### config.mk
export PLATFORM = sky130hd
export DESIGN_NAME = pulse_flow_meter_ema_flat
export DESIGN_NICKNAME = d
export VERILOG_FILES = /design/src/hdl/pfm_pkg.sv /design/src/hdl/pfm_if.sv /design/src/hdl/pulse_flow_meter_ema.sv /design/src/flat_wrapper.sv
export SDC_FILE = /design/constraint.sdc
export NUM_CORES = 1
export LEC_CHECK = 0
export ABC_AREA = 1
export BUFFER_PORTS_ARGS = -buffer_cell sky130_fd_sc_hd__buf_2
export CAP_MARGIN = 40
export CELL_PAD_IN_SITES_DETAIL_PLACEMENT = 0
export CELL_PAD_IN_SITES_GLOBAL_PLACEMENT = 1
export CORE_UTILIZATION = 46
export CTS_CLUSTER_DIAMETER = 40
export CTS_CLUSTER_SIZE = 16
export DETAILED_ROUTE_END_ITERATION = 10
export PLACE_DENSITY = 0.77
export REMOVE_ABC_BUFFERS = 1
export SYNTH_ARGS = -nofsm -noshare
export SYNTH_HDL_FRONTEND = slang
export SYNTH_SLANG_ARGS = --single-unit
### constraint.sdc
create_clock -name clk -period 9.22 [get_ports clk]
set_clock_uncertainty 0.15 [all_clocks]
set_input_delay 0.461 -clock clk [delete_from_list [all_inputs] [get_ports clk]]
set_output_delay 0.461 -clock clk [all_outputs]
set_load 0.005 [all_outputs]
### src/hdl/pfm_pkg.sv
// pfm_pkg: widths, register indexes and reset values for the pulse flow meter
// no dependencies; used by the interfaces, the top level and the checker
package pfm_pkg;

  localparam int COUNT_BITS = 20;
  localparam int INTERVAL_W = 16;
  localparam int RPP_W      = 24;
  localparam int ALPHA_W    = 17;
  localparam int ALPHA_FRAC = 16;
  localparam int RATE_W     = 32;
  localparam int CFG_IDX_W  = 8;
  localparam int CFG_DATA_W = 32;

  // shift-add accumulators: product of count and rate_per_pulse, and the average sum
  localparam int P1_W   = COUNT_BITS + RPP_W;
  localparam int P2_W   = RATE_W + 1 + ALPHA_W;
  localparam int RND_W  = P2_W - ALPHA_FRAC + 2;
  localparam int STEPS  = (COUNT_BITS > ALPHA_W) ? COUNT_BITS : ALPHA_W;
  localparam int STEP_W = $clog2(STEPS + 1);

  localparam logic [CFG_IDX_W-1:0] REG_INTERVAL = CFG_IDX_W'(0);
  localparam logic [CFG_IDX_W-1:0] REG_RPP      = CFG_IDX_W'(1);
  localparam logic [CFG_IDX_W-1:0] REG_ALPHA    = CFG_IDX_W'(2);
  localparam logic [CFG_IDX_W-1:0] REG_LEAK     = CFG_IDX_W'(3);

  localparam logic [INTERVAL_W-1:0] INTERVAL_RST = INTERVAL_W'(1000);
  localparam logic [RPP_W-1:0]      RPP_RST      = RPP_W'(8738);
  localparam logic [ALPHA_W-1:0]    ALPHA_RST    = ALPHA_W'(6554);
  localparam logic [RATE_W-1:0]     LEAK_RST     = RATE_W'(65536);
  localparam logic [ALPHA_W-1:0]    ALPHA_ONE    = ALPHA_W'(65536);

  typedef logic [RATE_W-1:0] rate_t;

endpackage

### src/hdl/pfm_if.sv
// pfm_if: valid/ready channels of the pulse flow meter (samples, results, config)
// depends on pfm_pkg
interface pfm_sample_if;
  logic valid;
  logic ready;
  logic pulse_edge;
  logic ms_tick;
  modport source (output valid, pulse_edge, ms_tick, input ready);
  modport sink (input valid, pulse_edge, ms_tick, output ready);
endinterface

interface pfm_result_if;
  logic           valid;
  logic           ready;
  pfm_pkg::rate_t flow_rate;
  pfm_pkg::rate_t filtered_flow;
  logic           leak_detected;
  logic           new_measurement;
  modport source (output valid, flow_rate, filtered_flow, leak_detected, new_measurement,
                  input ready);
  modport sink (input valid, flow_rate, filtered_flow, leak_detected, new_measurement,
                output ready);
endinterface

interface pfm_cfg_if;
  logic                           valid;
  logic                           ready;
  logic [pfm_pkg::CFG_IDX_W-1:0]  index;
  logic [pfm_pkg::CFG_DATA_W-1:0] data;
  modport source (output valid, index, data, input ready);
  modport sink (input valid, index, data, output ready);
endinterface

### src/hdl/pulse_flow_meter_ema.sv
// pulse_flow_meter_ema: the result of an item that leaves the window open is registered
// and shown in the next cycle; an item that closes the window runs ST_MUL, then ST_EMA:
// one bit-serial shift-add pass over the edge count, then one over the 17-bit alpha.
// throughput: one item per cycle while no window closes and results are taken.
// rst is synchronous: registers take their defaults, counters and rates clear.
// depends on pfm_pkg and pfm_if
module pulse_flow_meter_ema (
  input  logic         clk,
  input  logic         rst,
  pfm_sample_if.sink   sample,
  pfm_result_if.source result,
  pfm_cfg_if.sink      cfg
);

  localparam logic [1:0] ST_IDLE = 2'd0;
  localparam logic [1:0] ST_MUL  = 2'd1;
  localparam logic [1:0] ST_EMA  = 2'd2;

  logic [pfm_pkg::INTERVAL_W-1:0] interval_ms;
  logic [pfm_pkg::RPP_W-1:0]      rate_per_pulse;
  logic [pfm_pkg::ALPHA_W-1:0]    alpha;
  pfm_pkg::rate_t                 leak_threshold;

  logic [pfm_pkg::COUNT_BITS-1:0] edge_count;
  logic [pfm_pkg::INTERVAL_W-1:0] elapsed_ms;
  pfm_pkg::rate_t                 raw_rate;
  pfm_pkg::rate_t                 smoothed_rate;

  logic [1:0]                  state;
  logic [pfm_pkg::STEP_W-1:0]  step;
  logic [pfm_pkg::P1_W-1:0]    acc1;
  logic [pfm_pkg::P2_W-1:0]    acc2;
  logic [pfm_pkg::ALPHA_W-1:0] wa;
  logic [pfm_pkg::ALPHA_W-1:0] wb;

  logic           out_valid;
  pfm_pkg::rate_t out_flow;
  pfm_pkg::rate_t out_filtered;
  logic           out_leak;
  logic           out_new;

  logic                           accept;
  logic                           load_out;
  logic [pfm_pkg::INTERVAL_W-1:0] elapsed_next;
  logic [pfm_pkg::COUNT_BITS-1:0] edge_count_next;
  logic                           close;
  logic [pfm_pkg::ALPHA_W-1:0]    alpha_eff;

  logic [pfm_pkg::RPP_W:0]    sum1;
  logic [pfm_pkg::P1_W-1:0]   acc1_next;
  logic [pfm_pkg::P1_W:0]     acc1_ext;
  pfm_pkg::rate_t             raw_sat;
  logic [pfm_pkg::RATE_W+1:0] sum2;
  logic [pfm_pkg::P2_W-1:0]   acc2_next;
  logic [pfm_pkg::RND_W-1:0]  rnd;
  pfm_pkg::rate_t             smoothed_next;

  assign sample.ready = (state == ST_IDLE) && (!out_valid || result.ready);
  assign accept       = sample.valid && sample.ready;
  assign cfg.ready    = 1'b1;

  assign result.valid           = out_valid;
  assign result.flow_rate       = out_flow;
  assign result.filtered_flow   = out_filtered;
  assign result.leak_detected   = out_leak;
  assign result.new_measurement = out_new;

  // both counters saturate at all ones
  assign elapsed_next = elapsed_ms
                      + pfm_pkg::INTERVAL_W'(sample.ms_tick && (elapsed_ms != '1));
  assign edge_count_next = edge_count
                         + pfm_pkg::COUNT_BITS'(sample.pulse_edge && (edge_count != '1));
  assign close = elapsed_next >= interval_ms;

  // a new result this cycle takes the place of one that is being taken
  assign load_out = ((state == ST_IDLE) && accept && !close)
                 || ((state == ST_EMA) && (step == pfm_pkg::STEP_W'(pfm_pkg::ALPHA_W - 1)));

  // any alpha with the top bit set is at or above one
  assign alpha_eff = alpha[pfm_pkg::ALPHA_W-1] ? pfm_pkg::ALPHA_ONE : alpha;

  // count * rate_per_pulse, multiplier bits shift out of the low end of acc1
  always_comb begin
    sum1 = {1'b0, acc1[pfm_pkg::P1_W-1:pfm_pkg::COUNT_BITS]}
         + (acc1[0] ? {1'b0, rate_per_pulse} : '0);
    acc1_next = {sum1, acc1[pfm_pkg::COUNT_BITS-1:1]};
    acc1_ext  = {1'b0, acc1_next};
    raw_sat   = (|acc1_ext[pfm_pkg::P1_W:pfm_pkg::RATE_W]) ? '1
              : acc1_ext[pfm_pkg::RATE_W-1:0];
  end

  // alpha*raw + (one-alpha)*smoothed, both weights stepped a bit per cycle
  always_comb begin
    sum2 = {1'b0, acc2[pfm_pkg::P2_W-1:pfm_pkg::ALPHA_W]}
         + (wa[0] ? {2'b00, raw_rate} : '0)
         + (wb[0] ? {2'b00, smoothed_rate} : '0);
    acc2_next = {sum2, acc2[pfm_pkg::ALPHA_W-1:1]};
    // round half up, drop the 16 fraction bits of alpha
    rnd = {1'b0, acc2_next[pfm_pkg::P2_W-1:pfm_pkg::ALPHA_FRAC-1]} + pfm_pkg::RND_W'(1);
    smoothed_next = rnd[pfm_pkg::RATE_W:1];
  end

  always_ff @(posedge clk) begin
    if (rst) begin
      interval_ms    <= pfm_pkg::INTERVAL_RST;
      rate_per_pulse <= pfm_pkg::RPP_RST;
      alpha          <= pfm_pkg::ALPHA_RST;
      leak_threshold <= pfm_pkg::LEAK_RST;
    end else if (cfg.valid) begin
      unique case (cfg.index)
        pfm_pkg::REG_INTERVAL: interval_ms    <= cfg.data[pfm_pkg::INTERVAL_W-1:0];
        pfm_pkg::REG_RPP:      rate_per_pulse <= cfg.data[pfm_pkg::RPP_W-1:0];
        pfm_pkg::REG_ALPHA:    alpha          <= cfg.data[pfm_pkg::ALPHA_W-1:0];
        pfm_pkg::REG_LEAK:     leak_threshold <= cfg.data[pfm_pkg::RATE_W-1:0];
        default: ;
      endcase
    end
  end

  always_ff @(posedge clk) begin
    if (rst) begin
      state         <= ST_IDLE;
      step          <= '0;
      edge_count    <= '0;
      elapsed_ms    <= '0;
      raw_rate      <= '0;
      smoothed_rate <= '0;
      out_valid     <= 1'b0;
    end else begin
      if (out_valid && result.ready && !load_out) begin
        out_valid <= 1'b0;
      end
      unique case (state)
        ST_IDLE: begin
          if (accept) begin
            if (close) begin
              edge_count <= '0;
              elapsed_ms <= '0;
              acc1       <= {{pfm_pkg::RPP_W{1'b0}}, edge_count_next};
              step       <= '0;
              state      <= ST_MUL;
            end else begin
              edge_count   <= edge_count_next;
              elapsed_ms   <= elapsed_next;
              out_valid    <= 1'b1;
              out_flow     <= raw_rate;
              out_filtered <= smoothed_rate;
              out_leak     <= smoothed_rate > leak_threshold;
              out_new      <= 1'b0;
            end
          end
        end
        ST_MUL: begin
          acc1 <= acc1_next;
          if (step == pfm_pkg::STEP_W'(pfm_pkg::COUNT_BITS - 1)) begin
            raw_rate <= raw_sat;
            acc2     <= '0;
            wa       <= alpha_eff;
            wb       <= pfm_pkg::ALPHA_ONE - alpha_eff;
            step     <= '0;
            state    <= ST_EMA;
          end else begin
            step <= step + pfm_pkg::STEP_W'(1);
          end
        end
        ST_EMA: begin
          acc2 <= acc2_next;
          wa   <= wa >> 1;
          wb   <= wb >> 1;
          step <= step + pfm_pkg::STEP_W'(1);
          if (step == pfm_pkg::STEP_W'(pfm_pkg::ALPHA_W - 1)) begin
            smoothed_rate <= smoothed_next;
            out_valid     <= 1'b1;
            out_flow      <= raw_rate;
            out_filtered  <= smoothed_next;
            out_leak      <= smoothed_next > leak_threshold;
            out_new       <= 1'b1;
            state         <= ST_IDLE;
          end
        end
        default: begin
          state <= ST_IDLE;
        end
      endcase
    end
  end

endmodule

### src/flat_wrapper.sv
// flat-port wrapper written by rule: the top's interface ports become plain ports
module pulse_flow_meter_ema_flat 
  (clk, rst, sample_valid, sample_pulse_edge, sample_ms_tick, sample_ready, result_valid, result_flow_rate, result_filtered_flow, result_leak_detected, result_new_measurement, result_ready, cfg_valid, cfg_index, cfg_data, cfg_ready);
  pfm_sample_if sample_i ();
  pfm_result_if result_i ();
  pfm_cfg_if cfg_i ();
  input  logic clk;
  input  logic rst;
  input wire logic [$bits(sample_i.valid)-1:0] sample_valid;
  input wire logic [$bits(sample_i.pulse_edge)-1:0] sample_pulse_edge;
  input wire logic [$bits(sample_i.ms_tick)-1:0] sample_ms_tick;
  output wire logic [$bits(sample_i.ready)-1:0] sample_ready;
  output wire logic [$bits(result_i.valid)-1:0] result_valid;
  output wire logic [$bits(result_i.flow_rate)-1:0] result_flow_rate;
  output wire logic [$bits(result_i.filtered_flow)-1:0] result_filtered_flow;
  output wire logic [$bits(result_i.leak_detected)-1:0] result_leak_detected;
  output wire logic [$bits(result_i.new_measurement)-1:0] result_new_measurement;
  input wire logic [$bits(result_i.ready)-1:0] result_ready;
  input wire logic [$bits(cfg_i.valid)-1:0] cfg_valid;
  input wire logic [$bits(cfg_i.index)-1:0] cfg_index;
  input wire logic [$bits(cfg_i.data)-1:0] cfg_data;
  output wire logic [$bits(cfg_i.ready)-1:0] cfg_ready;
  assign sample_i.valid = sample_valid;
  assign sample_i.pulse_edge = sample_pulse_edge;
  assign sample_i.ms_tick = sample_ms_tick;
  assign sample_ready = sample_i.ready;
  assign result_valid = result_i.valid;
  assign result_flow_rate = result_i.flow_rate;
  assign result_filtered_flow = result_i.filtered_flow;
  assign result_leak_detected = result_i.leak_detected;
  assign result_new_measurement = result_i.new_measurement;
  assign result_i.ready = result_ready;
  assign cfg_i.valid = cfg_valid;
  assign cfg_i.index = cfg_index;
  assign cfg_i.data = cfg_data;
  assign cfg_ready = cfg_i.ready;
  pulse_flow_meter_ema u_core (.clk(clk), .rst(rst), .sample(sample_i), .result(result_i), .cfg(cfg_i));
endmodule
## Word level (Yosys, flattened, before mapping)

Index checks and enable logic that the tools add are counted.

| storage, ports and cells | value |
|---|---|
| flip-flop bits (word level) | 391 |
| input port bits | 47 |
| output and inout bits | 69 |
| logic and storage cells | 124 |

| cells by class | value |
|---|---|
| add/subtract/negate cells | 8 |
| magnitude comparators | 3 |
| equal/unequal tests | 14 |
| mux-type cells | 46 |
| bitwise operators | 1 |
| reductions and logical operators | 33 |

Operators by type and width:

| cell | number |
|---|---|
| $mux W32 | 9 |
| $pmux W32 S2 | 2 |
| $pmux W50 S2 | 1 |
| $mux W44 | 2 |
| $pmux W44 S2 | 1 |
| $pmux W17 S2 | 2 |
| $gt A32 B32 Y1 | 2 |
| $mux W17 | 3 |
| $mux W50 | 1 |
| $add A33 B34 Y34 | 1 |
| $add A34 B32 Y34 | 1 |
| $add A33 B1 Y33 const B | 1 |
| $add A24 B25 Y25 | 1 |
| $mux W24 | 1 |
| $add A20 B1 Y20 | 1 |
| $mux W20 | 1 |
| $ne A20 B20 Y1 const B | 1 |
| $sub A17 B17 Y17 const A | 1 |
| $add A16 B1 Y16 | 1 |
| $eq A8 B2 Y1 const B | 2 |
| $ge A16 B16 Y1 | 1 |
| $mux W16 | 1 |
| $ne A16 B16 Y1 const B | 1 |
| $mux W5 | 3 |
| other kinds (25) | 64 |

## Longest topological paths before layout

| depth | value |
|---|---|
| depth after elaboration | 13 |
| mapped depth | 34 |
| depth with buffers taken out | 33 |

## Worst setup path after synthesis

No wires, ideal clock.

| path | value |
|---|---|
| path type | reg2reg |
| start point | register u_core.elapsed_ms[2] (netlist bit) |
| end point | register u_core.out_filtered[0], in the netlist u_core.result.filtered_flow[0], enable pin |
| setup time | 0.595 ns |
| arrival time | 7.764 ns |
| required time | 8.475 ns |
| path slack | 0.710 ns |
| cell stages (with the launch flop) | 22 |
| path buffers | 0 |
| period minus slack after synthesis | 8.510 ns |
| path through | dfxtp_1 > nand2_1 > inv_1 > nand3_1 > nor4_1 > nand3_1 > o21a_1 > ha_1 > ha_1 > nand4_1 > inv_1 > nand2_1 > nor2_1 > nand2_1 > xor2_1 > ha_1 > nand4_1 > inv_1 > nand2_1 > o211a_1 > nand4_1 > a221oi_1 |

| between the ends | value |
|---|---|
| longest elaborated chain between the ends | 6 |

Ends and longest elaborated chain:

| element | RTL line | source |
|---|---|---|
| start, declared | pulse_flow_meter_ema.sv:25 | `logic [pfm_pkg::INTERVAL_W-1:0] elapsed_ms;` |
| start signal, assigned | pulse_flow_meter_ema.sv:144 | `elapsed_ms <= elapsed_next;` |
| $ne A16 B16 Y1 | pulse_flow_meter_ema.sv:70 | `+ pfm_pkg::INTERVAL_W'(sample.ms_tick && (elapsed_ms != '1));` |
| $logic_and A1 B1 Y1 | pulse_flow_meter_ema.sv:70 |  |
| $add A16 B1 Y16 (*) | pulse_flow_meter_ema.sv:70 |  |
| $ge A16 B16 Y1 (*) | pulse_flow_meter_ema.sv:73 | `assign close = elapsed_next >= interval_ms;` |
| $ne A2 B2 Y1 (no source line) (*) | -- |  |
| $reduce_and A5 Y1 (no source line) (*) | -- |  |
| end signal, assigned | pulse_flow_meter_ema.sv:147 | `out_filtered <= smoothed_rate;` |
| end signal, assigned | pulse_flow_meter_ema.sv:175 | `out_filtered <= smoothed_next;` |
| end, declared | pulse_flow_meter_ema.sv:38 | `pfm_pkg::rate_t out_filtered;` |

Every way passes the cells marked *; elsewhere a longest branch is shown, timed or not.
A chain may end at the register's enable or synchronous reset.

## Worst setup path in the final report

| path | value |
|---|---|
| start point | register u_core.wb[0] (netlist bit) |
| end point | register u_core.out_leak, in the netlist u_core.result.leak_detected, data pin |

| between the ends | value |
|---|---|
| longest elaborated chain between the ends | 6 |

Ends and longest elaborated chain:

| element | RTL line | source |
|---|---|---|
| start, declared | pulse_flow_meter_ema.sv:34 | `logic [pfm_pkg::ALPHA_W-1:0] wb;` |
| start signal, assigned | pulse_flow_meter_ema.sv:159 | `wb <= pfm_pkg::ALPHA_ONE - alpha_eff;` |
| start signal, assigned | pulse_flow_meter_ema.sv:169 | `wb <= wb >> 1;` |
| $mux W32 | pulse_flow_meter_ema.sv:96 | `+ (wb[0] ? {2'b00, smoothed_rate} : '0);` |
| $add A34 B32 Y34 | pulse_flow_meter_ema.sv:96 |  |
| $add A33 B1 Y33 | pulse_flow_meter_ema.sv:99 | `rnd = {1'b0, acc2_next[pfm_pkg::P2_W-1:pfm_pkg::ALPHA_FRAC-1]} + pfm_pkg::RND_W'(1);` |
| net u_core.rnd, one bit | pulse_flow_meter_ema.sv:55 | `logic [pfm_pkg::RND_W-1:0] rnd;` |
| $gt A32 B32 Y1 | pulse_flow_meter_ema.sv:176 | `out_leak <= smoothed_next > leak_threshold;` |
| $mux W1 | pulse_flow_meter_ema.sv:171 | `if (step == pfm_pkg::STEP_W'(pfm_pkg::ALPHA_W - 1)) begin` |
| $pmux W1 S2 | pulse_flow_meter_ema.sv:133 | `unique case (state)` |
| end signal, assigned | pulse_flow_meter_ema.sv:148 | `out_leak <= smoothed_rate > leak_threshold;` |
| end signal, assigned | pulse_flow_meter_ema.sv:176 |  |
| end, declared | pulse_flow_meter_ema.sv:39 | `logic out_leak;` |

The timed path passes the listed nets, and every way through them passes these cells. The select of a mux whose other input is x is not followed.

==> results.py <==
metrics = {
    "outcome": {
        "status": "completed",
    },
    "drt": {
        "ant_nets": 0,
        "viasPerCell": 5.12,
        "drc": 0,
        "vias": 20200,
        "wl_um": 68700,
        "route.detailed.wl_per_inst_um": 17.4,
        "drt_iter0_markers": 1508,
        "drt_pass1_iterations": 6,
    },
    "setup_path": {
        "worstSetupPathDepth": 30,
        "reg2reg_depth": 30,
        "required_ns": 9.43,
        "critPathLaunchType": "flip-flop",
        "regToRegSetupSlack_ns": 3.30,
        "crit_type": "reg2reg",
        "cp_max_fo": 17,
        "r2r_start": "u_core.wb[0]",
        "endpoint_kind": "flip-flop",
        "worstPathArrival_ns": 6.12,
        "cp_common_cell": "nand2_1",
        "startpoint": "u_core.wb[0]",
        "rr_endpoint": "u_core.result.leak_detected",
        "worst-path-buf-inv": 4,
        "critical-path-top-delay-family": "simple AND/OR/NAND/NOR gates",
        "cp_slowest_stage_delay_ns": 0.78,
        "critPathSlowestCell": "edfxtp_1",
    },
    "clock_tree": {
        "cts.sinks": 375,
        "htree_levels": 3,
        "path_clk_slew_ns": 0.06,
        "clk_latency_ns": 0.61,
        "clockBufferDepth": 3,
        "clock-root-buffer": "clkbuf_16",
        "cts_resized": 0,
        "post_cts_buffers": 0,
        "numCtsBuffers": 70,
        "cts_tree": "built",
    },
    "logic_synthesis": {
        "netlist_instances": 3098,
        "synth_area_leaders": "edfxtp_1 (23%), dfxtp_1 (17%), nand2_1 (12%), inv_1 (8.2%), ha_1 (7.9%)",
        "synth_top_cell_by_area": "edfxtp_1",
        "synth_area_um2": 23200,
        "async_reset_ff_share_pct": 0,
        "ys_seq_elements": 375,
        "yosys_warnings": 0,
        "synth.top_cell.area_share_pct": 23.1,
        "ys.flop_type": "dfxtp_1",
        "syn_avg_cell_area_um2": 7.48,
        "synth_cell_types": 56,
        "synth.most_common_cell": "nand2_1",
        "synthTopCellsByCount": "nand2_1 (735), inv_1 (508), nor2_1 (344), a21oi_1 (236), o21ai_0 (233)",
        "synth_edf_count": 178,
        "seq_area_frac_synth_pct": 40.1,
    },
    "worst_hold_path": {
        "holdPathStages": 3,
        "hp-start": "cfg_data[25]",
        "worstHoldEndpoint": "u_core.leak_threshold[25]",
        "worstHoldPathType": "in2reg",
    },
    "finish": {
        "regArea_um2": 9290,
        "fin_cells": 3954,
        "drive_gt1_share_pct": 11.0,
        "syn2layout_area_growth_pct": 17.3,
        "final_nets": 3460,
        "diodes": 0,
        "fillCellCount": 4807,
        "multi_input_area_um2": 11600,
    },
    "global_routing": {
        "grt_overflow": 0,
        "grt_max_degree": 89,
        "grt_pass1_wl_um": 106000,
        "grt_pass1_vias": 19100,
        "antenna_found_initial": 0,
        "grtUsageTotal_pct": 27.1,
    },
    "floorplan": {
        "row_count": 81,
        "die_h_um": 226,
        "die_area_um2": 51300,
        "io_pins": 116,
        "core-area_um2": 49400,
        "die_x_um": 226,
        "start_util_pct": 47.0,
    },
    "job": {
        "max_cap_viol_count": 0,
    },
    "power_and_ir_drop": {
        "p_leak_nw": 12.6,
        "powerDensity_nw_per_um2": 196,
        "worst_ir_drop_vdd_mv": 0.148,
    },
    "sta": {
        "hold_viol": 0,
        "rsz0062_at_grt": "false",
        "min_period_over_period_pct": 64.2,
        "setup_viol": 0,
        "fmax_mhz": 169,
        "slew_viol_final": 0,
        "fin_hold_ws_ns": 0.0313,
        "relSlewSlack_pct": 39.5,
        "tightest_slew_ns": 0.907,
        "period_needed_ns": 5.92,
        "fin_setup_tns_ns": 0,
    },
    "place": {
        "io_buffers": 114,
        "dp.cells": 3808,
        "gp_congestion": 0.901,
        "place_hpwl_um": 52100,
    },
}
stage by stage:
stage	utilization [%]	power, mW	cell area [um2]	setup WS (ns)
finish	55.1	5.34	27200	3.30
global route	55.1	5.55	27200	2.89
CTS	55.1	5.38	27200	3.31
detailed placement	49.8	2.76	24600	3.32
global placement	49.5	2.72	24400	2.94
floorplan	-	2.44	22800	0.710
registers in the layout, summed over array words and instances (netlist names):
name	count
u_core.step	5
u_core.result.valid	1
u_core.result.filtered_flow	32
u_core.result.new_measurement	1
u_core.acc1	44
u_core.rate_per_pulse	24
u_core.raw_rate	32
u_core.interval_ms	16
u_core.wb	17
u_core.elapsed_ms	16
u_core.alpha	17
u_core.leak_threshold	32
u_core.wa	17
u_core.acc2	34
u_core.result.leak_detected	1
u_core.state	2
u_core.result.flow_rate	32
u_core.smoothed_rate	32
u_core.edge_count	20
layout make-up:
| class | count | area share, % |
|---|---|---|
| clock inverters | 48 | 1.89 |
| inverters | 525 | 7.25 |
| multi-input cells | 2103 | 42.7 |
| clock buffers | 82 | 7.03 |
| well taps | 664 | 3.06 |
| repair buffers | 157 | 3.89 |
| flip-flops and latches | 375 | 34.2 |
kinds of logic (layout without fill, tap and decap cells):
group | count (synthesis) | after routing | synth area share, %
other | 1 | 1 | 0.0162
AOI/OAI and AO/OA | 547 | 547 | 12.6
xor gates and xnor gates | 65 | 65 | 2.49
and+or+nand+nor | 1309 | 1309 | 23.9
adders and majority gates | 181 | 181 | 10.9
buffers and inverters | 620 | 812 | 10.1
DFF | 375 | 375 | 40.1
worst register-to-register path, delay by kind of cell (launching register included):
kind / cells / cell delay (ns)
DFF: 1 / 0.78
buffers and inverters: 4 / 0.39
and+or+nand+nor: 22 / 2.89
adders and majority gates: 4 / 1.43
timing repair:
action,4_1_cts,5_1_grt
setup endpoints to repair,0,0
hold buffers,16,0
endpoints found under the hold margin,20,0
where the power goes:
group          switching [mW]  internal [mW]
logic                   0.530          0.234
clock network           0.954           1.66
registers              0.0534           1.91
total                    1.54           3.80
worst max path at each step:
stage / endpoint / slack, ns
6_report: u_core.result.leak_detected / 3.30
5_1_grt: u_core.result.leak_detected / 2.89
4_1_cts: u_core.result.leak_detected / 3.31
3_5_place_dp: u_core.result.leak_detected / 3.32
3_3_place_gp: u_core.result.leak_detected / 2.94
2_1_floorplan: u_core.result.filtered_flow[0] / 0.71
placed cells by master (no fill, tap or decap), types with 12 or more instances in the layout:
master,synthesis,routed
xor2_1,45,45
inv_6,0,12
edfxtp_1,178,178
xnor2_1,19,19
o21ai_1,16,16
nor3_1,22,22
o21ai_0,233,233
clkbuf_16,0,74
inv_2,12,13
inv_1,508,506
nand2_1,735,735
dlygate4sd3_1,0,16
buf_4,1,19
nand3_1,83,83
ha_1,147,146
dfxtp_1,197,197
fa_1,34,34
a21oi_1,236,235
nand2_2,29,29
nand4_1,38,38
buf_2,5,115
nor2_1,344,340
o211ai_1,15,15
nor2_2,15,18
metal layers:
metal / vias to the layer above / global-route usage [%] / part of all wire, %
li1: 10200 / - / -
met1: 9455 / 37.0 / 46
met2: 451 / 44.3 / 47
met3: 94 / 4.07 / 4.9
met4: 0 / 7.67 / 2.4
met5: - / 0 / 0
Power figures use the tool's default switching activity.
